--- config.mk ---
export PLATFORM = sky130hd
export DESIGN_NAME = cid_width_run_encoder
export DESIGN_NICKNAME = d
export VERILOG_FILES = /design/src/design/cid_pkg.sv /design/src/design/cid_front.sv /design/src/design/cid_queue.sv /design/src/design/cid_back.sv /design/src/design/cid_width_run_encoder.sv
export VERILOG_INCLUDE_DIRS = /design/src /design/src/design
export SDC_FILE = /design/constraint.sdc
export NUM_CORES = 1
export LEC_CHECK = 0
export BUFFER_PORTS_ARGS = -buffer_cell sky130_fd_sc_hd__buf_2
export CORE_ASPECT_RATIO = 0.8
export CORE_MARGIN = 1.5
export CORE_UTILIZATION = 25
export DETAILED_ROUTE_END_ITERATION = 12
export MAX_ROUTING_LAYER = met4
export PLACE_DENSITY = 0.36
export SETUP_SLACK_MARGIN = 0.1
export SYNTH_ARGS = -nofsm -noshare
export SYNTH_HDL_FRONTEND = slang
export SYNTH_HIERARCHICAL = 1
export SYNTH_SLANG_ARGS = --single-unit
export TNS_END_PERCENT = 50
--- constraint.sdc ---
create_clock -name clk -period 15.3 [get_ports clk]
set_clock_uncertainty 0.1 [all_clocks]
set_input_delay 3.06 -clock clk [delete_from_list [all_inputs] [get_ports clk]]
set_output_delay 3.06 -clock clk [all_outputs]
set_load 0.05 [all_outputs]
--- src/design/cid_width_run_encoder_defines.svh ---
// Assertion helpers for the encoder modules, used by cid_queue.
// Both expect clk and arst_n in scope.
`ifndef CID_WIDTH_RUN_ENCODER_DEFINES_SVH
`define CID_WIDTH_RUN_ENCODER_DEFINES_SVH

// Property that must hold at every clock edge outside reset.
`define CID_ASSERT(lbl, prop, msg) \
	lbl: assert property (@(posedge clk) disable iff (!arst_n) (prop)) else $error(msg);

// Antecedent this cycle implies consequent in the next cycle.
`define CID_ASSERT_NEXT(lbl, ante, cons, msg) \
	lbl: assert property (@(posedge clk) disable iff (!arst_n) (ante) |=> (cons)) \
		else $error(msg);

`endif

--- src/design/cid_pkg.sv ---
`default_nettype none
package cid_pkg;

	localparam int MAX_TOK = 6;
	localparam int QDEPTH  = 4;
	localparam int QPTR_W  = $clog2(QDEPTH);
	localparam int QCNT_W  = $clog2(QDEPTH + 1);

	typedef enum logic [2:0] {
		TK_RANGE_FIRST = 3'd0,
		TK_RANGE_LAST  = 3'd1,
		TK_RANGE_WIDTH = 3'd2,
		TK_ARRAY_START = 3'd3,
		TK_ARRAY_WIDTH = 3'd4,
		TK_ARRAY_END   = 3'd5
	} token_kind_t;

	typedef struct packed {
		logic [15:0] code;
		logic [15:0] glyph_width;
		logic        table_end;
	} cid_in_t;

	typedef struct packed {
		token_kind_t token_kind;
		logic [15:0] token_value;
		logic        run_last;
	} cid_out_t;

	typedef struct packed {
		token_kind_t kind;
		logic [15:0] value;
	} tok_t;

	// All tokens caused by one transaction, in emission order from index 0.
	typedef struct packed {
		logic [2:0]              n;
		tok_t [MAX_TOK-1:0]      tok;
	} tok_list_t;

	function automatic tok_list_t put_tok(tok_list_t l, token_kind_t k, logic [15:0] v);
		tok_list_t r;
		r = l;
		if (l.n < 3'(MAX_TOK)) begin
			r.tok[l.n].kind  = k;
			r.tok[l.n].value = v;
			r.n              = l.n + 3'd1;
		end
		return r;
	endfunction

	// Close the open run: finish an array, a lone code as a one-width array, or a range.
	function automatic tok_list_t flush_run(tok_list_t l, logic array_open, logic lone,
			logic [15:0] first_code, logic [15:0] last_code, logic [15:0] width);
		tok_list_t r;
		r = l;
		if (array_open) begin
			r = put_tok(r, TK_ARRAY_WIDTH, width);
			r = put_tok(r, TK_ARRAY_END, 16'd0);
		end else if (lone) begin
			r = put_tok(r, TK_ARRAY_START, first_code);
			r = put_tok(r, TK_ARRAY_WIDTH, width);
			r = put_tok(r, TK_ARRAY_END, 16'd0);
		end else begin
			r = put_tok(r, TK_RANGE_FIRST, first_code);
			r = put_tok(r, TK_RANGE_LAST, last_code);
			r = put_tok(r, TK_RANGE_WIDTH, width);
		end
		return r;
	endfunction

endpackage
`default_nettype wire

--- src/design/cid_front.sv ---
`default_nettype none
module cid_front #(
	parameter int CODE_BITS = 16
) (
	input  wire                   clk,
	input  wire                   arst_n,
	input  cid_pkg::cid_in_t      item,
	input  wire                   item_valid,
	output logic                  item_ready,
	input  wire                   full,
	output logic                  push,
	output cid_pkg::tok_list_t    push_data
);
	import cid_pkg::*;

	localparam int CW = (CODE_BITS < 16) ? CODE_BITS : 16;

	logic          active_q, aopen_q;
	logic [CW-1:0] start_q;
	logic [15:0]   width_q;
	logic [CW:0]   count_q;

	logic          active_n, aopen_n;
	logic [CW-1:0] start_n;
	logic [15:0]   width_n;
	logic [CW:0]   count_n;
	logic [CW-1:0] code_m;
	logic [CW:0]   next_code;
	logic [CW:0]   last_cur;
	logic [CW:0]   last_new;
	tok_list_t     toks;
	logic          accept;

	assign item_ready = !full;
	assign accept     = item_valid && item_ready;
	assign code_m     = item.code[CW-1:0];
	assign next_code  = {1'b0, start_q} + count_q;
	assign last_cur   = next_code - (CW+1)'(1);

	always_comb begin
		toks     = '0;
		active_n = active_q;
		aopen_n  = aopen_q;
		start_n  = start_q;
		width_n  = width_q;
		count_n  = count_q;
		last_new = '0;
		if (!active_q) begin
			active_n = 1'b1;
			start_n  = code_m;
			width_n  = item.glyph_width;
			count_n  = (CW+1)'(1);
			aopen_n  = 1'b0;
		end else if ({1'b0, code_m} != next_code) begin
			// gap (or non-rising code): close the run, start afresh
			toks    = flush_run(toks, aopen_q, count_q == (CW+1)'(1), 16'(start_q),
					16'(last_cur[CW-1:0]), width_q);
			start_n = code_m;
			width_n = item.glyph_width;
			count_n = (CW+1)'(1);
			aopen_n = 1'b0;
		end else if (item.glyph_width != width_q) begin
			if (count_q != (CW+1)'(1) && !aopen_q) begin
				toks    = put_tok(toks, TK_RANGE_FIRST, 16'(start_q));
				toks    = put_tok(toks, TK_RANGE_LAST, 16'(last_cur[CW-1:0]));
				toks    = put_tok(toks, TK_RANGE_WIDTH, width_q);
				start_n = code_m;
				width_n = item.glyph_width;
				count_n = (CW+1)'(1);
			end else begin
				if (!aopen_q) begin
					toks    = put_tok(toks, TK_ARRAY_START, 16'(start_q));
					aopen_n = 1'b1;
				end
				toks    = put_tok(toks, TK_ARRAY_WIDTH, width_q);
				width_n = item.glyph_width;
				count_n = count_q + (CW+1)'(1);
			end
		end else if (aopen_q) begin
			// equal width ends the array; previous code opens a range
			toks    = put_tok(toks, TK_ARRAY_END, 16'd0);
			aopen_n = 1'b0;
			start_n = last_cur[CW-1:0];
			count_n = (CW+1)'(2);
		end else begin
			count_n = count_q + (CW+1)'(1);
		end

		if (item.table_end) begin
			last_new = {1'b0, start_n} + count_n - (CW+1)'(1);
			toks     = flush_run(toks, aopen_n, count_n == (CW+1)'(1), 16'(start_n),
					16'(last_new[CW-1:0]), width_n);
			active_n = 1'b0;
			aopen_n  = 1'b0;
			start_n  = '0;
			width_n  = '0;
			count_n  = '0;
		end
	end

	assign push      = accept && (toks.n != 3'd0);
	assign push_data = toks;

	always_ff @(posedge clk or negedge arst_n) begin
		if (!arst_n) begin
			active_q <= 1'b0;
			aopen_q  <= 1'b0;
			start_q  <= '0;
			width_q  <= '0;
			count_q  <= '0;
		end else if (accept) begin
			active_q <= active_n;
			aopen_q  <= aopen_n;
			start_q  <= start_n;
			width_q  <= width_n;
			count_q  <= count_n;
		end
	end

endmodule
`default_nettype wire

--- src/design/cid_queue.sv ---
`default_nettype none
`include "cid_width_run_encoder_defines.svh"
module cid_queue (
	input  wire                 clk,
	input  wire                 arst_n,
	input  wire                 push,
	input  cid_pkg::tok_list_t  push_data,
	output logic                full,
	input  wire                 pop,
	output cid_pkg::tok_list_t  head,
	output logic                head_valid
);
	import cid_pkg::*;

	tok_list_t         mem_q [QDEPTH];
	logic [QPTR_W-1:0] wr_q, rd_q;
	logic [QCNT_W-1:0] cnt_q;

	assign full       = cnt_q == QCNT_W'(QDEPTH);
	assign head_valid = cnt_q != '0;
	assign head       = mem_q[rd_q];

	always_ff @(posedge clk) begin
		if (push) begin
			mem_q[wr_q] <= push_data;
		end
	end

	always_ff @(posedge clk or negedge arst_n) begin
		if (!arst_n) begin
			wr_q  <= '0;
			rd_q  <= '0;
			cnt_q <= '0;
		end else begin
			if (push) begin
				wr_q <= wr_q + QPTR_W'(1);
			end
			if (pop) begin
				rd_q <= rd_q + QPTR_W'(1);
			end
			if (push && !pop) begin
				cnt_q <= cnt_q + QCNT_W'(1);
			end else if (pop && !push) begin
				cnt_q <= cnt_q - QCNT_W'(1);
			end
		end
	end

	`CID_ASSERT(a_no_push_full, !(push && full), "push into full queue")
	`CID_ASSERT(a_no_pop_empty, !(pop && !head_valid), "pop from empty queue")
	`CID_ASSERT_NEXT(a_cnt_up, push && !pop, cnt_q == $past(cnt_q) + QCNT_W'(1), "count lost a push")

endmodule
`default_nettype wire

--- src/design/cid_back.sv ---
`default_nettype none
module cid_back (
	input  wire                 clk,
	input  wire                 arst_n,
	input  cid_pkg::tok_list_t  head,
	input  wire                 head_valid,
	output logic                pop,
	output cid_pkg::cid_out_t   token,
	output logic                token_valid,
	input  wire                 token_ready
);
	import cid_pkg::*;

	logic [2:0] idx_q;
	logic       valid_q;
	cid_out_t   tok_q;
	logic       load;
	logic       last_of_entry;

	assign load          = head_valid && (!valid_q || token_ready);
	assign last_of_entry = idx_q == (head.n - 3'd1);
	assign pop           = load && last_of_entry;
	assign token         = tok_q;
	assign token_valid   = valid_q;

	always_ff @(posedge clk) begin
		if (load) begin
			tok_q.token_kind  <= head.tok[idx_q].kind;
			tok_q.token_value <= head.tok[idx_q].value;
			tok_q.run_last    <= last_of_entry;
		end
	end

	always_ff @(posedge clk or negedge arst_n) begin
		if (!arst_n) begin
			idx_q   <= '0;
			valid_q <= 1'b0;
		end else begin
			if (load) begin
				idx_q <= last_of_entry ? 3'd0 : idx_q + 3'd1;
			end
			if (load) begin
				valid_q <= 1'b1;
			end else if (token_ready) begin
				valid_q <= 1'b0;
			end
		end
	end

endmodule
`default_nettype wire

--- src/design/cid_width_run_encoder.sv ---
// With the queue empty, the first token of a transaction is written into the queue at
//   acceptance, then registered in the output register, from which it can be taken.
// Throughput: one input transaction per cycle while the token queue has room; tokens
//   leave at one per cycle while token_ready is high.
// The four-entry token queue between front and back sets how far input may run ahead.
// Reset (arst_n low, asynchronous): run state cleared, queue empty, no token valid.
`default_nettype none
module cid_width_run_encoder #(
	parameter int CODE_BITS = 16
) (
	input  wire                clk,
	input  wire                arst_n,
	// input transactions: (code, width, table_end)
	input  cid_pkg::cid_in_t   item,
	input  wire                item_valid,
	output logic               item_ready,
	// output transactions: width array tokens
	output cid_pkg::cid_out_t  token,
	output logic               token_valid,
	input  wire                token_ready
);
	import cid_pkg::*;

	logic      q_full;
	logic      q_push;
	tok_list_t q_push_data;
	logic      q_pop;
	tok_list_t q_head;
	logic      q_head_valid;

	// Front: tracks the open run and turns each transaction into its token list
	// combinationally. The run state updates at acceptance, so the next item may
	// follow at once; only a full queue holds it off.
	cid_front #(
		.CODE_BITS(CODE_BITS)
	) u_front (
		.clk        (clk),
		.arst_n     (arst_n),
		.item       (item),
		.item_valid (item_valid),
		.item_ready (item_ready),
		.full       (q_full),
		.push       (q_push),
		.push_data  (q_push_data)
	);

	// Queue of token lists; items that cause no token are never queued.
	cid_queue u_queue (
		.clk        (clk),
		.arst_n     (arst_n),
		.push       (q_push),
		.push_data  (q_push_data),
		.full       (q_full),
		.pop        (q_pop),
		.head       (q_head),
		.head_valid (q_head_valid)
	);

	// Back: walks the head list one token per cycle, as token_ready allows, into
	// the output register, marking the final token of each list with run_last.
	cid_back u_back (
		.clk         (clk),
		.arst_n      (arst_n),
		.head        (q_head),
		.head_valid  (q_head_valid),
		.pop         (q_pop),
		.token       (token),
		.token_valid (token_valid),
		.token_ready (token_ready)
	);

endmodule
`default_nettype wire
# After elaboration in Yosys (flattened, before gate mapping)
# Memory sizes are Yosys's and may differ from the RTL's.
# Cells that the tools add are included.
[word_totals]
ff_bits = 82
latchBits = 0
ram_bits = 468
romBits = 0
input_bits = 37
out_inout_bits = 22
wordCells = 326
n_memories = 1
[mem_list]
columns = ["memory", "depth", "width", "rd", "rd_clocked_by_memory_dff", "wr", "line", "source"]
rows = [
  ["u_queue.mem_q", 4, 117, 1, 0, 1, "cid_queue.sv:15", "tok_list_t mem_q [QDEPTH];"],
]
[classes]
n_addsub = 25
mul = 0
div = 0
n_lt_le_gt_ge = 43
n_eq_ne = 7
shifts = 0
mux = 206
bitwise = 0
n_reduce_logical = 31
[op_table]
columns = ["operator", "n"]
rows = [
  ["2-to-1 mux 117 bit", 55],
  ["bitwise mux 114 bit", 32],
  ["demux 19 bit (select 3 bit)", 28],
  ["2-to-1 mux 19 bit", 30],
  ["2-to-1 mux 16 bit", 24],
  ["2-to-1 mux 115 bit", 2],
  ["2-to-1 mux 17 bit", 6],
  ["less-than comparator 3 x 4 -> 1 bit (second input constant)", 15],
  ["binary-select mux 19 bit (select 3 bit)", 1],
  ["2-to-1 mux 3 bit", 18],
  ["adder 3 x 1 -> 3 bit (second input constant)", 16],
  [">= comparator 3 x 1 -> 1 bit (second input constant)", 14],
  ["less-than comparator 3 bit (second input constant)", 14],
  ["equality test 17 x 1 -> 1 bit (second input constant)", 2],
  ["subtractor 16 x 1 -> 16 bit (second input constant)", 2],
  ["logical AND 1 bit", 21],
  ["adder 16 x 17 -> 17 bit", 1],
  ["adder 17 x 1 -> 17 bit (second input constant)", 1],
  ["inequality test 16 x 17 -> 1 bit", 1],
  ["inequality test 17 x 1 -> 1 bit (second input constant)", 1],
  ["adder 16 bit", 1],
  ["inequality test 16 bit", 1],
  ["2-to-1 mux 1 bit", 10],
  ["nonzero test 3 bit", 2],
  ["7 further kinds", 14],
]

# Logic depth before layout (Yosys ltp)
# Gate-level depths: netlist of the first run.
[logic_depth]
word_depth = 64
depth_mapped = 33
ltp_nobuf = 30

# Cells and area by module
# Netlist of the first run, hierarchy kept.
[by_module_without_submodules]
columns = ["module", "n_inst", "cells_per_inst", "area_per_inst_um2", "seq_area_each_um2"]
rows = [
  ["cid_queue", 1, 645, 17372.9, 14228.6],
  ["cid_front", 1, 1615, 10871.7, 1276.2],
  ["cid_back", 1, 136, 1765.4, 700.7],
]

# Worst setup path before layout of the first run
# OpenSTA, ideal clock, no wires.
[synth_timing]
path_kind = "input to register"
start = "input port item[23] (netlist name)"
end = "memory u_queue/mem_q[0][0] (netlist name), enable pin"
setup_ps = 490
t_arrival_ps = 10008
setup_slack_ps = 4703
cell_stages = 19
n_path_buf = 3
path_cell_list = "clkbuf_1 -> nor3b_1 -> nor4_1 -> o21ai_0 -> or4_1 -> or4_1 -> nor4_2 -> and4_1 -> buf_4 -> mux2_4 -> inv_1 -> ha_1 -> clkbuf_1 -> inv_1 -> ha_1 -> inv_1 -> a31oi_1 -> o311a_1 -> and2_1"
[synth_rtl]
columns = ["element", "line", "source"]
rows = [
  ["start: declaration", "cid_width_run_encoder.sv:14", "input cid_pkg::cid_in_t item,"],
  ["end: declaration", "cid_queue.sv:15", ""],
]

==> impl_metrics.py, run 1 <==
metrics = {
    "status": {
        "status": "complete, no violations",
    },
    "worst_setup_path": {
        "startpoint": "item[23]",
        "crit_type": "primary input to flip-flop",
        "crit_end": "u_queue/mem_q[0][72]$_DFFE_PP_",
        "crit_path_start_kind": "primary input",
        "r2r_slack_ns": 4.79,
        "r2r_start": "u_front/count_q[4]$_DFFE_PN0P_",
        "end_kind": "flip-flop",
        "r2r_end": "u_queue/mem_q[0][72]$_DFFE_PP_",
        "crit_required_ns": 15.57,
        "critical_path_arrival_ns": 11.65,
        "cp_max_fo": 15,
        "rr_worst_depth": 26,
    },
    "route": {
        "vias_per_cell": 5.377,
        "avgRoutedWirePerCell_um": 30.02,
        "via_count": 21880,
        "firstDrtPassIters": 6,
        "drt-initial-drc-count": 2564,
        "drc": 0,
        "antenna_left": 0,
        "routed_wl_um": 122100,
    },
    "timing": {
        "period_share_pct": 74.41,
        "finalHoldViolations": 0,
        "drv_slew": 0,
        "worst_slew_pin_slew_ns": 1.460,
        "period_needed_ns": 11.39,
        "fmax_ghz": 0.08783,
        "finalSetupViolCount": 0,
        "relSlewSlack_pct": 1.643,
        "setup_tns_ns": 0,
        "rsz0062_at_grt": "no",
    },
    "global_route": {
        "grt_antenna_before_repair": 10,
        "grt_usage_pct": 20.32,
        "grt_pass1_wl_um": 171500,
        "grt_pass1_vias": 21330,
        "grt_max_degree": 118,
        "grt_overflow": 0,
    },
    "finish": {
        "fillers": 12140,
        "final_nets": 2510,
        "layout.cells.non_filler": 4068,
        "area_growth_pct": 12.62,
        "drive_gt1_share_pct": 15.85,
    },
    "yosys": {
        "syn_avg_cell_area_sq_um": 12.53,
        "synth-seq-area-share_pct": 54.00,
        "synth_area_sq_um": 30010,
        "synthTopCellsByArea": "edfxtp_1, mux4_2, dfrtp_1",
        "yosys_warnings": 6,
        "ys.flop_type": "edfxtp_1",
        "ys_ff_latch": 550,
        "syn_nets": 2500,
        "yosysUniqueCellTypes": 98,
        "synth_edf_count": 488,
        "synthCells": 2396,
        "synthDominantCellAreaShare_pct": 48.83,
        "async_flop_share_pct": 11.27,
        "synth_top_area_cell": "edfxtp_1",
    },
    "die": {
        "start_util_pct": 25.24,
        "die_width_um": 390.4,
        "num_io_pins": 59,
        "fp.dieArea_sq_um": 122100,
        "dieHeight_um": 312.9,
        "rows": 113,
        "coreArea_sq_um": 118900,
    },
    "worst_hold_path": {
        "hold_class": "flip-flop to flip-flop",
    },
    "pwr": {
        "power.static_leakage_uw": 0.01152,
        "ir_drop_v": 0.00009205,
        "p_per_area_nw_per_um2": 186.7,
    },
    "clock_network": {
        "cts_tree": "done",
        "cts-resized-gates": 0,
        "clkSinkCount": 550,
        "cts_root_buf": "clkbuf_16",
        "insertion_delay_ns": 0.64,
        "cts_made_buffers": 59,
        "cts_setup_buffers": 0,
        "clockBufferDepth": 3,
        "path_clk_slew_ns": 0.06,
        "holdBufCountCts": 0,
        "htree_levels": 2,
    },
    "placed_design": {
        "place.gp.congestion": 0.9796,
        "port_buffers": 58,
        "hpwl_um": 86840,
        "dp.cells": 3955,
    },
    "job": {
        "cap_violations": 0,
    },
}
-- how the worst min path moves through the flow --
stage | startpoint | cells after the start | end
after floorplan | u_queue/cnt_q[2]$_DFFE_PN0P_ | 1 | u_queue/cnt_q[2]$_DFFE_PN0P_
after global placement | u_queue/cnt_q[2]$_DFFE_PN0P_ | 1 | u_queue/cnt_q[2]$_DFFE_PN0P_
after detailed placement | u_queue/cnt_q[2]$_DFFE_PN0P_ | 1 | u_queue/cnt_q[2]$_DFFE_PN0P_
after CTS | u_queue/cnt_q[2]$_DFFE_PN0P_ | 1 | u_queue/cnt_q[2]$_DFFE_PN0P_
after global routing | u_queue/cnt_q[2]$_DFFE_PN0P_ | 1 | u_queue/cnt_q[2]$_DFFE_PN0P_
final | u_queue/cnt_q[2]$_DFFE_PN0P_ | 1 | u_queue/cnt_q[2]$_DFFE_PN0P_
-- state kept, by name, indices dropped and copies added (netlist names) --
| signal | count |
|---|---|
| u_front/count_q | 17 |
| u_front/active_q | 1 |
| u_front/start_q | 16 |
| u_back/idx_q | 3 |
| u_back/token_valid | 1 |
| u_queue/mem_q | 468 |
| u_queue/rd_q | 2 |
| u_front/width_q | 16 |
| u_back/token | 20 |
| u_front/aopen_q | 1 |
| u_queue/wr_q | 2 |
| u_queue/cnt_q | 3 |
-- layout by cell type, fill, tap and decap left out, types with 12 or more instances in the layout --
cell         n
edfxtp_1   488
nand2_1    224
o21ai_0    143
mux4_2     136
nor2_1     129
inv_1       99
a21oi_1     87
ha_1        64
clkbuf_16   59
dfrtp_1     59
buf_2       57
nor3_1      57
mux2i_1     51
buf_4       50
nand3_1     48
xnor2_1     46
xor2_1      43
o22ai_1     42
a22o_1      29
o211ai_1    26
a211oi_1    23
o31ai_1     23
clkinv_1    19
or3_1       19
nor4_1      19
a22oi_1     19
nand2b_1    18
and3_1      18
clkbuf_1    17
and2_1      16
a221o_1     15
o22a_1      15
nand4_1     14
a21o_1      14
a31oi_1     14
mux2_2      12
-- stage by stage --
stage               hold slack [ns]  worst slack (ns)  cell area [sq um]  total power [uW]  utilization [%]
floorplan                    0.3491             4.703              30010              3999                -
global placement             0.3689             3.806              31920              4964            26.85
detailed placement           0.3730             3.592              31920              4976            26.85
CTS                          0.3807             4.272              33790              6392            28.42
global route                 0.3989             3.705              33790              6628            28.42
finish                       0.3799             3.915              33800              6309            28.42
-- synth_stat cells, types with 11 or more instances --
master and n:
a21oi_1 90, o22a_1 15, inv_1 99, nor2_1 132, xnor2_1 47, edfxtp_1 488, nor3_1 57, dfrtp_1 62
nand3_1 48, a221o_1 15, mux2i_1 51, nor4_1 19, nand2b_1 19, a22o_1 29, o21ai_0 143, nand4_1 14
and2_1 20, clkbuf_1 101, o22ai_1 43, or3_1 19, or2_2 11, xor2_1 43, a21o_1 14, a22oi_1 19
mux4_2 136, a211oi_1 23, buf_2 33, ha_1 64, mux2_2 12, nor2b_1 11, o211ai_1 26, a221oi_1 11
a31oi_1 14, nand2_1 225, o31ai_1 23, and3_1 18, buf_12 11
-- kinds of logic after synthesis --
| family | count (synthesis) | share of synthesized area, % |
|---|---|---|
| buffers and inverters | 268 | 4.336 |
| adders and majority gates | 67 | 2.868 |
| and+or+nand+nor | 655 | 10.79 |
| muxes | 201 | 12.46 |
| xor gates and xnor gates | 94 | 2.927 |
| AOI/OAI and AO/OA | 561 | 12.62 |
| DFF | 550 | 54.00 |
-- power breakdown --
part	internal (uW)	switching, uW
clock network	790	600
logic	897	1700
registers	2120	208
total	3800	2510
-- cell type report --
cell class | instances | area [sq um] | area share (%)
clock buffers | 82 | 1623 | 4.801
multi-input cells | 1578 | 12550 | 37.13
diodes | 3 | 7.507 | 0.02221
clock inverters | 28 | 247.7 | 0.7330
flip-flops and latches | 550 | 16220 | 47.98
well taps | 1610 | 2014 | 5.960
repair buffers | 111 | 740.7 | 2.192
inverters | 106 | 397.9 | 1.177
-- metal layers --
layer	global-route usage, %	routed length (um)	vias to the layer above
met4	4.775	2925	0
met3	3.278	8190	162
li1	-	-	9320
met1	29.85	58680	11500
met5	-	0	-
met2	29.12	52340	894
-- critical path, stage by stage --
cell and delay [ns]:
buf_2 0.18, and3_1 0.21, nor4_1 0.26, o21ai_0 0.15
or4_1 0.40, or4_1 0.60, nor4_2 0.32, and3_1 0.33
and4_1 0.67, mux2i_1 0.76, ha_1 0.25, inv_1 0.05
ha_1 0.21, fa_1 0.50, a21o_1 0.20, a21oi_1 0.28
o21bai_1 0.13, a21o_1 0.19, a21oi_1 0.19, o21ai_0 0.16
o41a_1 0.37, a21o_1 0.20, a21oi_1 0.19, xnor2_1 0.11
xnor2_1 1.00, a22oi_1 0.15, o21ai_0 0.49
(Power assumes the default switching activity.)
==> run 2, diff against run 1 <==
--- a/config.mk
+++ b/config.mk
@@ -12,7 +12,7 @@
 export CORE_UTILIZATION = 25
 export DETAILED_ROUTE_END_ITERATION = 12
 export MAX_ROUTING_LAYER = met4
-export PLACE_DENSITY = 0.36
+export PLACE_DENSITY = 0.37
 export SETUP_SLACK_MARGIN = 0.1
 export SYNTH_ARGS = -nofsm -noshare
 export SYNTH_HDL_FRONTEND = slang
==> constraint.sdc (replaced) <==
create_clock -name clk -period 10.1 [get_ports clk]
set_clock_uncertainty 0.1 [all_clocks]
set_input_delay 2.02 -clock clk [delete_from_list [all_inputs] [get_ports clk]]
set_output_delay 2.02 -clock clk [all_outputs]
set_load 0.05 [all_outputs]
==> run 2 against run 1 <==
Against the previous run:
- wire length fell by 1.2%
- first-iteration DRC count fell by 13%
- sequential share of layout area shrank 0.83 points
- largest power group unchanged
- core utilization up 0.50 points
==> impl_metrics.py, run 2 (synthesis gave the netlist of run 1 again) <==
metrics = {
    "status": {
        "status": "complete, no violations",
    },
    "worst_setup_path": {
        "startpoint": "u_front/count_q[2]$_DFFE_PN0P_",
        "crit_type": "flip-flop to flip-flop",
        "crit_end": "u_queue/mem_q[0][72]$_DFFE_PP_",
        "r2r_end": "u_queue/mem_q[0][72]$_DFFE_PP_",
        "crit_family": "compound AO/OA/AOI/OAI gates",
        "crit_required_ns": 10.35,
        "max_stage_delay_ns": 1.10,
        "critical_path_arrival_ns": 9.68,
        "r2r_start": "u_front/count_q[2]$_DFFE_PN0P_",
        "cp_max_fo": 14,
        "rr_worst_depth": 30,
        "crit_path_start_kind": "flip-flop",
        "critical-path-slowest-cell": "a211oi_1",
        "r2r_slack_ns": 0.68,
        "crit_cells": 30,
        "end_kind": "flip-flop",
        "crit_buf_inv": 4,
    },
    "finish": {
        "layout.cells.non_filler": 4129,
        "final_cell_mix": "edfxtp_1, nand2_1, o21ai_0, mux4_2, nor2_1",
        "final_common_cell": "edfxtp_1",
        "final_core_util_pct": 28.93,
        "drive_gt1_share_pct": 17.71,
        "top_register": "u_queue/mem_q",
        "area_growth_pct": 14.61,
        "final_nets": 2567,
        "largest_reg_flops": 468,
    },
    "timing": {
        "setup_tns_ns": 0,
        "relSlewSlack_pct": 15.73,
        "drv_slew": 0,
        "finalSetupViolCount": 0,
        "finalHoldViolations": 0,
        "period_share_pct": 93.30,
        "rsz0062_at_grt": "no",
        "period_needed_ns": 9.423,
        "worst_slack_ns": 0.6766,
        "worst_slew_pin_slew_ns": 1.256,
        "fmax_ghz": 0.1061,
    },
    "placed_design": {
        "hpwl_um": 88390,
        "place.gp.congestion": 0.9720,
        "dp.cells": 4012,
        "place_ws_ns": 0.3734,
        "port_buffers": 58,
    },
    "route": {
        "routed_wl_um": 120600,
        "via_count": 22050,
        "drt-initial-drc-count": 2240,
        "drc": 0,
        "avgRoutedWirePerCell_um": 29.22,
        "antenna_left": 0,
        "vias_per_cell": 5.340,
        "firstDrtPassIters": 6,
    },
    "clock_network": {
        "cts_setup_buffers": 0,
        "clockBufferDepth": 3,
        "clkSinkCount": 550,
        "holdBufCountCts": 0,
        "path_clk_slew_ns": 0.06,
        "cts_root_buf": "clkbuf_16",
        "insertion_delay_ns": 0.65,
        "cts-resized-gates": 0,
        "cts_made_buffers": 59,
        "cts_tree": "done",
        "htree_levels": 2,
    },
    "die": {
        "start_util_pct": 25.24,
        "coreArea_sq_um": 118900,
        "num_io_pins": 59,
        "die_width_um": 390.4,
        "dieHeight_um": 312.9,
        "rows": 113,
        "fp.dieArea_sq_um": 122100,
    },
    "pwr": {
        "power.static_leakage_uw": 0.01189,
        "power_uw": 9784,
        "ir_drop_v": 0.0001502,
        "p_per_area_nw_per_um2": 284.5,
    },
    "global_route": {
        "grt_antenna_before_repair": 16,
        "grt_pass1_wl_um": 171700,
        "grt_pass1_vias": 21780,
        "grt_max_degree": 60,
        "grt_usage_pct": 20.17,
        "grt_overflow": 0,
    },
    "job": {
        "cap_violations": 0,
    },
    "worst_hold_path": {
        "hold_class": "flip-flop to flip-flop",
    },
}
[run 2: cell types whose count changed in the layout (fill, tap and decap cells not counted), sizes merged]
cell / change
buf: +57
clkbuf: -14
clkinv: +8
bufinv: +6
diode: +4
clkinvlp: +1
inv: -1
[run 2: through the flow]
| stage | hold WS (ns) | area [sq um] |
|---|---|---|
| global placement | 0.3682 | 32380 |
| CTS | 0.3818 | 34380 |
| finish | 0.3791 | 34390 |
| floorplan | 0.3491 | 30010 |
| global route | 0.4350 | 34390 |
| detailed placement | 0.3735 | 32380 |
[run 2: how the worst min path moves through the flow]
stage,depth (start not counted),startpoint,end,slack [ns]
6_report,1,u_queue/cnt_q[2]$_DFFE_PN0P_,u_queue/cnt_q[2]$_DFFE_PN0P_,0.38
5_1_grt,1,u_queue/cnt_q[2]$_DFFE_PN0P_,u_queue/cnt_q[2]$_DFFE_PN0P_,0.44
4_1_cts,1,u_queue/cnt_q[2]$_DFFE_PN0P_,u_queue/cnt_q[2]$_DFFE_PN0P_,0.38
3_5_place_dp,1,u_queue/cnt_q[2]$_DFFE_PN0P_,u_queue/cnt_q[2]$_DFFE_PN0P_,0.37
3_3_place_gp,1,u_queue/cnt_q[2]$_DFFE_PN0P_,u_queue/cnt_q[2]$_DFFE_PN0P_,0.37
2_1_floorplan,1,u_queue/cnt_q[2]$_DFFE_PN0P_,u_queue/cnt_q[2]$_DFFE_PN0P_,0.35
[run 2: report_power, final]
part           internal (uW)  leakage [uW]  switching (uW)  total, uW
Combinational           1430       0.00562            2620       4050
Sequential              3200       0.00530             300       3500
Clock                   1310      0.000965             927       2240
Total                   5940        0.0119            3840       9780
[run 2: cell type report]
cell class	instances	area, sq um
flip-flops and latches	550	16220
clock buffers	68	1531
fillers	12160	84510
multi-input cells	1578	12520
repair buffers	168	1231
clock inverters	42	462.9
well taps	1610	2014
diodes	7	17.52
inverters	106	397.9
[run 2: worst reg2reg max path, delay by kind of cell, from the launching register on]
kind | cells | cell delay [ns]
simple gates | 5 | 1.59
mux | 1 | 0.42
compound gates | 13 | 3.91
buf+inv | 4 | 0.71
fa+ha+maj | 4 | 1.33
xor+xnor | 3 | 0.72
flops | 1 | 0.36
[run 2: routing by layer]
layer / track usage (%) / vias up / part of all wire, %
met1: 29.31 / 11460 / 48
met3: 2.834 / 189 / 6.5
met2: 29.65 / 922 / 44
met5: - / - / 0
met4: 4.625 / 0 / 2.2
li1: - / 9477 / -
==> run 3, diff against run 2 <==
--- a/config.mk
+++ b/config.mk
@@ -6,6 +6,7 @@
 export SDC_FILE = /design/constraint.sdc
 export NUM_CORES = 1
 export LEC_CHECK = 0
+export ABC_AREA = 1
 export BUFFER_PORTS_ARGS = -buffer_cell sky130_fd_sc_hd__buf_2
 export CORE_ASPECT_RATIO = 0.8
 export CORE_MARGIN = 1.5
@@ -13,7 +14,6 @@
 export DETAILED_ROUTE_END_ITERATION = 12
 export MAX_ROUTING_LAYER = met4
 export PLACE_DENSITY = 0.37
-export SETUP_SLACK_MARGIN = 0.1
 export SYNTH_ARGS = -nofsm -noshare
 export SYNTH_HDL_FRONTEND = slang
 export SYNTH_HIERARCHICAL = 1
==> run 3 against run 2 <==
Against the previous run:
- the flow now finishes with violations (max-capacitance violations)
- clock-buffer cell count rose by 24
- total power rose by 9.4%
- sequential share of layout area fell by 4.2 points
- synthesized cell count rose by 68%
- clock power rose by 5%
- non-clock buffer count fell by 29
- sequential power barely moved
- highest routed layer unchanged
- combinational power rose by 20%
- synthesized area rose by 12%
- final cell count rose by 42%
==> impl_metrics.py, run 3 <==
metrics = {
    "worst_setup_path": {
        "crit_path_frequent_cell": "nand2_1",
        "critical_path_arrival_ns": 8.54,
        "critical-path-slowest-cell": "nand2_1",
        "crit_cells": 35,
        "end_kind": "flip-flop",
        "crit_required_ns": 10.42,
        "cp_max_fo": 26,
        "max_stage_delay_ns": 0.54,
        "crit_family": "simple AND/OR/NAND/NOR gates",
        "crit_path_start_kind": "primary input",
        "rr_worst_depth": 34,
        "crit_type": "primary input to flip-flop",
        "crit_buf_inv": 7,
    },
    "timing": {
        "finalHoldViolations": 0,
        "hold-worst-slack_ns": 0.3788,
        "finalSetupViolCount": 0,
        "rsz0062_at_grt": "no",
        "worst_slack_ns": 1.881,
        "fmax_ghz": 0.1217,
        "period_needed_ns": 8.219,
        "relSlewSlack_pct": 2.825,
        "period_share_pct": 81.38,
        "drv_slew": 0,
        "worst_slew_pin_slew_ns": 1.421,
        "setup_tns_ns": 0,
    },
    "yosys": {
        "synth_most_common_cell": "nand2_1",
        "synthTopCellsByArea": "edfxtp_1, nand2_1, inv_1",
        "yosys_warnings": 6,
        "synth-seq-area-share_pct": 48.27,
        "ys_ff_latch": 550,
        "synth_area_sq_um": 33570,
        "async_flop_share_pct": 11.27,
        "synthDominantCellAreaShare_pct": 43.65,
        "syn_nets": 4129,
        "synth_common_cells": "nand2_1, inv_1, edfxtp_1, o211ai_1, o21ai_0",
        "yosysUniqueCellTypes": 64,
        "synth_edf_count": 488,
        "ys.flop_type": "edfxtp_1",
        "synth_top_area_cell": "edfxtp_1",
        "synthCells": 4025,
        "syn_avg_cell_area_sq_um": 8.342,
    },
    "pwr": {
        "p_per_area_nw_per_um2": 283.4,
        "ir_drop_v": 0.0001458,
        "power.static_leakage_uw": 0.01576,
    },
    "global_route": {
        "use_met1_pct": 32.44,
        "grt_antenna_before_repair": 14,
        "grt_pass1_vias": 27410,
        "grtUsageMet3_pct": 4.541,
        "grt_overflow": 0,
        "busiest_layer": "met1",
        "grt_pass1_wl_um": 212300,
        "grt_usage_pct": 22.37,
        "grt_use_met2_pct": 31.64,
        "grt_max_degree": 149,
    },
    "die": {
        "dieHeight_um": 330.8,
        "fp.dieArea_sq_um": 136500,
        "start_util_pct": 25.15,
        "die_width_um": 412.7,
        "num_io_pins": 59,
        "rows": 120,
        "coreArea_sq_um": 133500,
    },
    "clock_network": {
        "clkSinkCount": 550,
        "cts_root_buf": "clkbuf_16",
        "cts_tree": "done",
        "clockBufferDepth": 3,
        "path_clk_slew_ns": 0.06,
        "insertion_delay_ns": 0.67,
        "cts_made_buffers": 66,
        "cts_setup_buffers": 0,
        "holdBufCountCts": 0,
        "cts-resized-gates": 0,
        "htree_levels": 3,
    },
    "placed_design": {
        "hpwl_um": 106300,
        "port_buffers": 58,
        "dpl-instance-area_sq_um": 35690,
        "place_ws_ns": 1.416,
        "place.gp.congestion": 0.9753,
    },
    "route": {
        "drt-initial-drc-count": 3309,
        "via_count": 29600,
        "antenna_left": 0,
        "firstDrtPassIters": 6,
        "routed_wl_um": 149700,
        "drc": 0,
        "vias_per_cell": 5.060,
        "avgRoutedWirePerCell_um": 25.59,
    },
    "finish": {
        "final_nets": 4123,
        "multi_input_area_sq_um": 14070,
        "drive_gt1_share_pct": 8.794,
        "seqCellArea_sq_um": 16220,
        "area_growth_pct": 12.53,
        "final_common_cell": "nand2_1",
        "final_core_util_pct": 28.30,
        "largest_reg_flops": 468,
        "fillers": 14260,
        "stdcell_area_sq_um": 37780,
        "final_cell_mix": "nand2_1, inv_1, edfxtp_1, o211ai_1, o21ai_0",
        "top_register": "u_queue/mem_q",
    },
    "status": {
        "status": "complete, but fails checks",
        "violations": "max-capacitance violations",
    },
    "worst_hold_path": {
        "hold_path_depth": 2,
        "hold_class": "flip-flop to flip-flop",
    },
    "job": {
        "cap_violations": 1,
    },
}
-- run 3: final cells by class --
cell class | instances | share of cell area, %
sequential | 550 | 42.93
antenna | 11 | 0.07286
timing repair buffer | 139 | 2.550
tap | 1769 | 5.859
clock buffer | 92 | 4.845
inverter | 584 | 5.869
multi-input combinational | 2678 | 37.25
clock inverter | 28 | 0.6259
-- run 3: path summary, 6_finish.rpt --
| check | from | end | slack, ns |
|---|---|---|---|
| worst max-delay path | item[8] | u_queue/mem_q[1][33]$_DFFE_PP_ | 1.88 |
| worst min-delay path | u_queue/cnt_q[2]$_DFFE_PN0P_ | u_queue/cnt_q[2]$_DFFE_PN0P_ | 0.38 |
| worst max register to register | u_front/count_q[0]$_DFFE_PN0P_ | u_queue/mem_q[2][105]$_DFFE_PP_ | 1.90 |
| max in group asynchronous | arst_n | u_front/width_q[6]$_DFFE_PN0P_ | 7.55 |
| worst min register to register | u_queue/cnt_q[2]$_DFFE_PN0P_ | u_queue/cnt_q[2]$_DFFE_PN0P_ | 0.38 |
| min in group asynchronous | arst_n | u_queue/wr_q[1]$_DFFE_PN0P_ | 1.16 |
-- run 3: kinds of logic after synthesis --
logic type / after synthesis / synth area share (%)
adders and majority gates: 67 / 2.564
DFF: 550 / 48.27
xor gates and xnor gates: 43 / 1.122
buffers and inverters: 797 / 9.883
and+or+nand+nor: 1673 / 21.33
AOI/OAI and AO/OA: 895 / 16.83
-- run 3: power by group --
part	switching, uW	total, uW	internal [uW]	leakage, uW
Sequential	289	3510	3220	0.00527
Combinational	3660	4840	1190	0.00949
Clock	1030	2350	1330	0.00100
Total	4970	10700	5730	0.0158
-- run 3: worst min-delay path, cell delays in order, from the launching register on --
cell	delay [ns]
dfrtp_1	0.34
nand2_1	0.05
nand2_1	0.05
-- run 3: through the flow --
step	instances	power (uW)
finish	5851	10710
global route	5848	11360
CTS	5840	10800
detailed placement	5720	8401
global placement	5720	8441
floorplan	4025	6495
-- run 3: layer usage --
metal | vias up | part of all wire, %
li1 | 13720 | -
met1 | 14410 | 48
met2 | 1285 | 41
met3 | 188 | 8.3
met4 | 0 | 2.2
met5 | - | 0
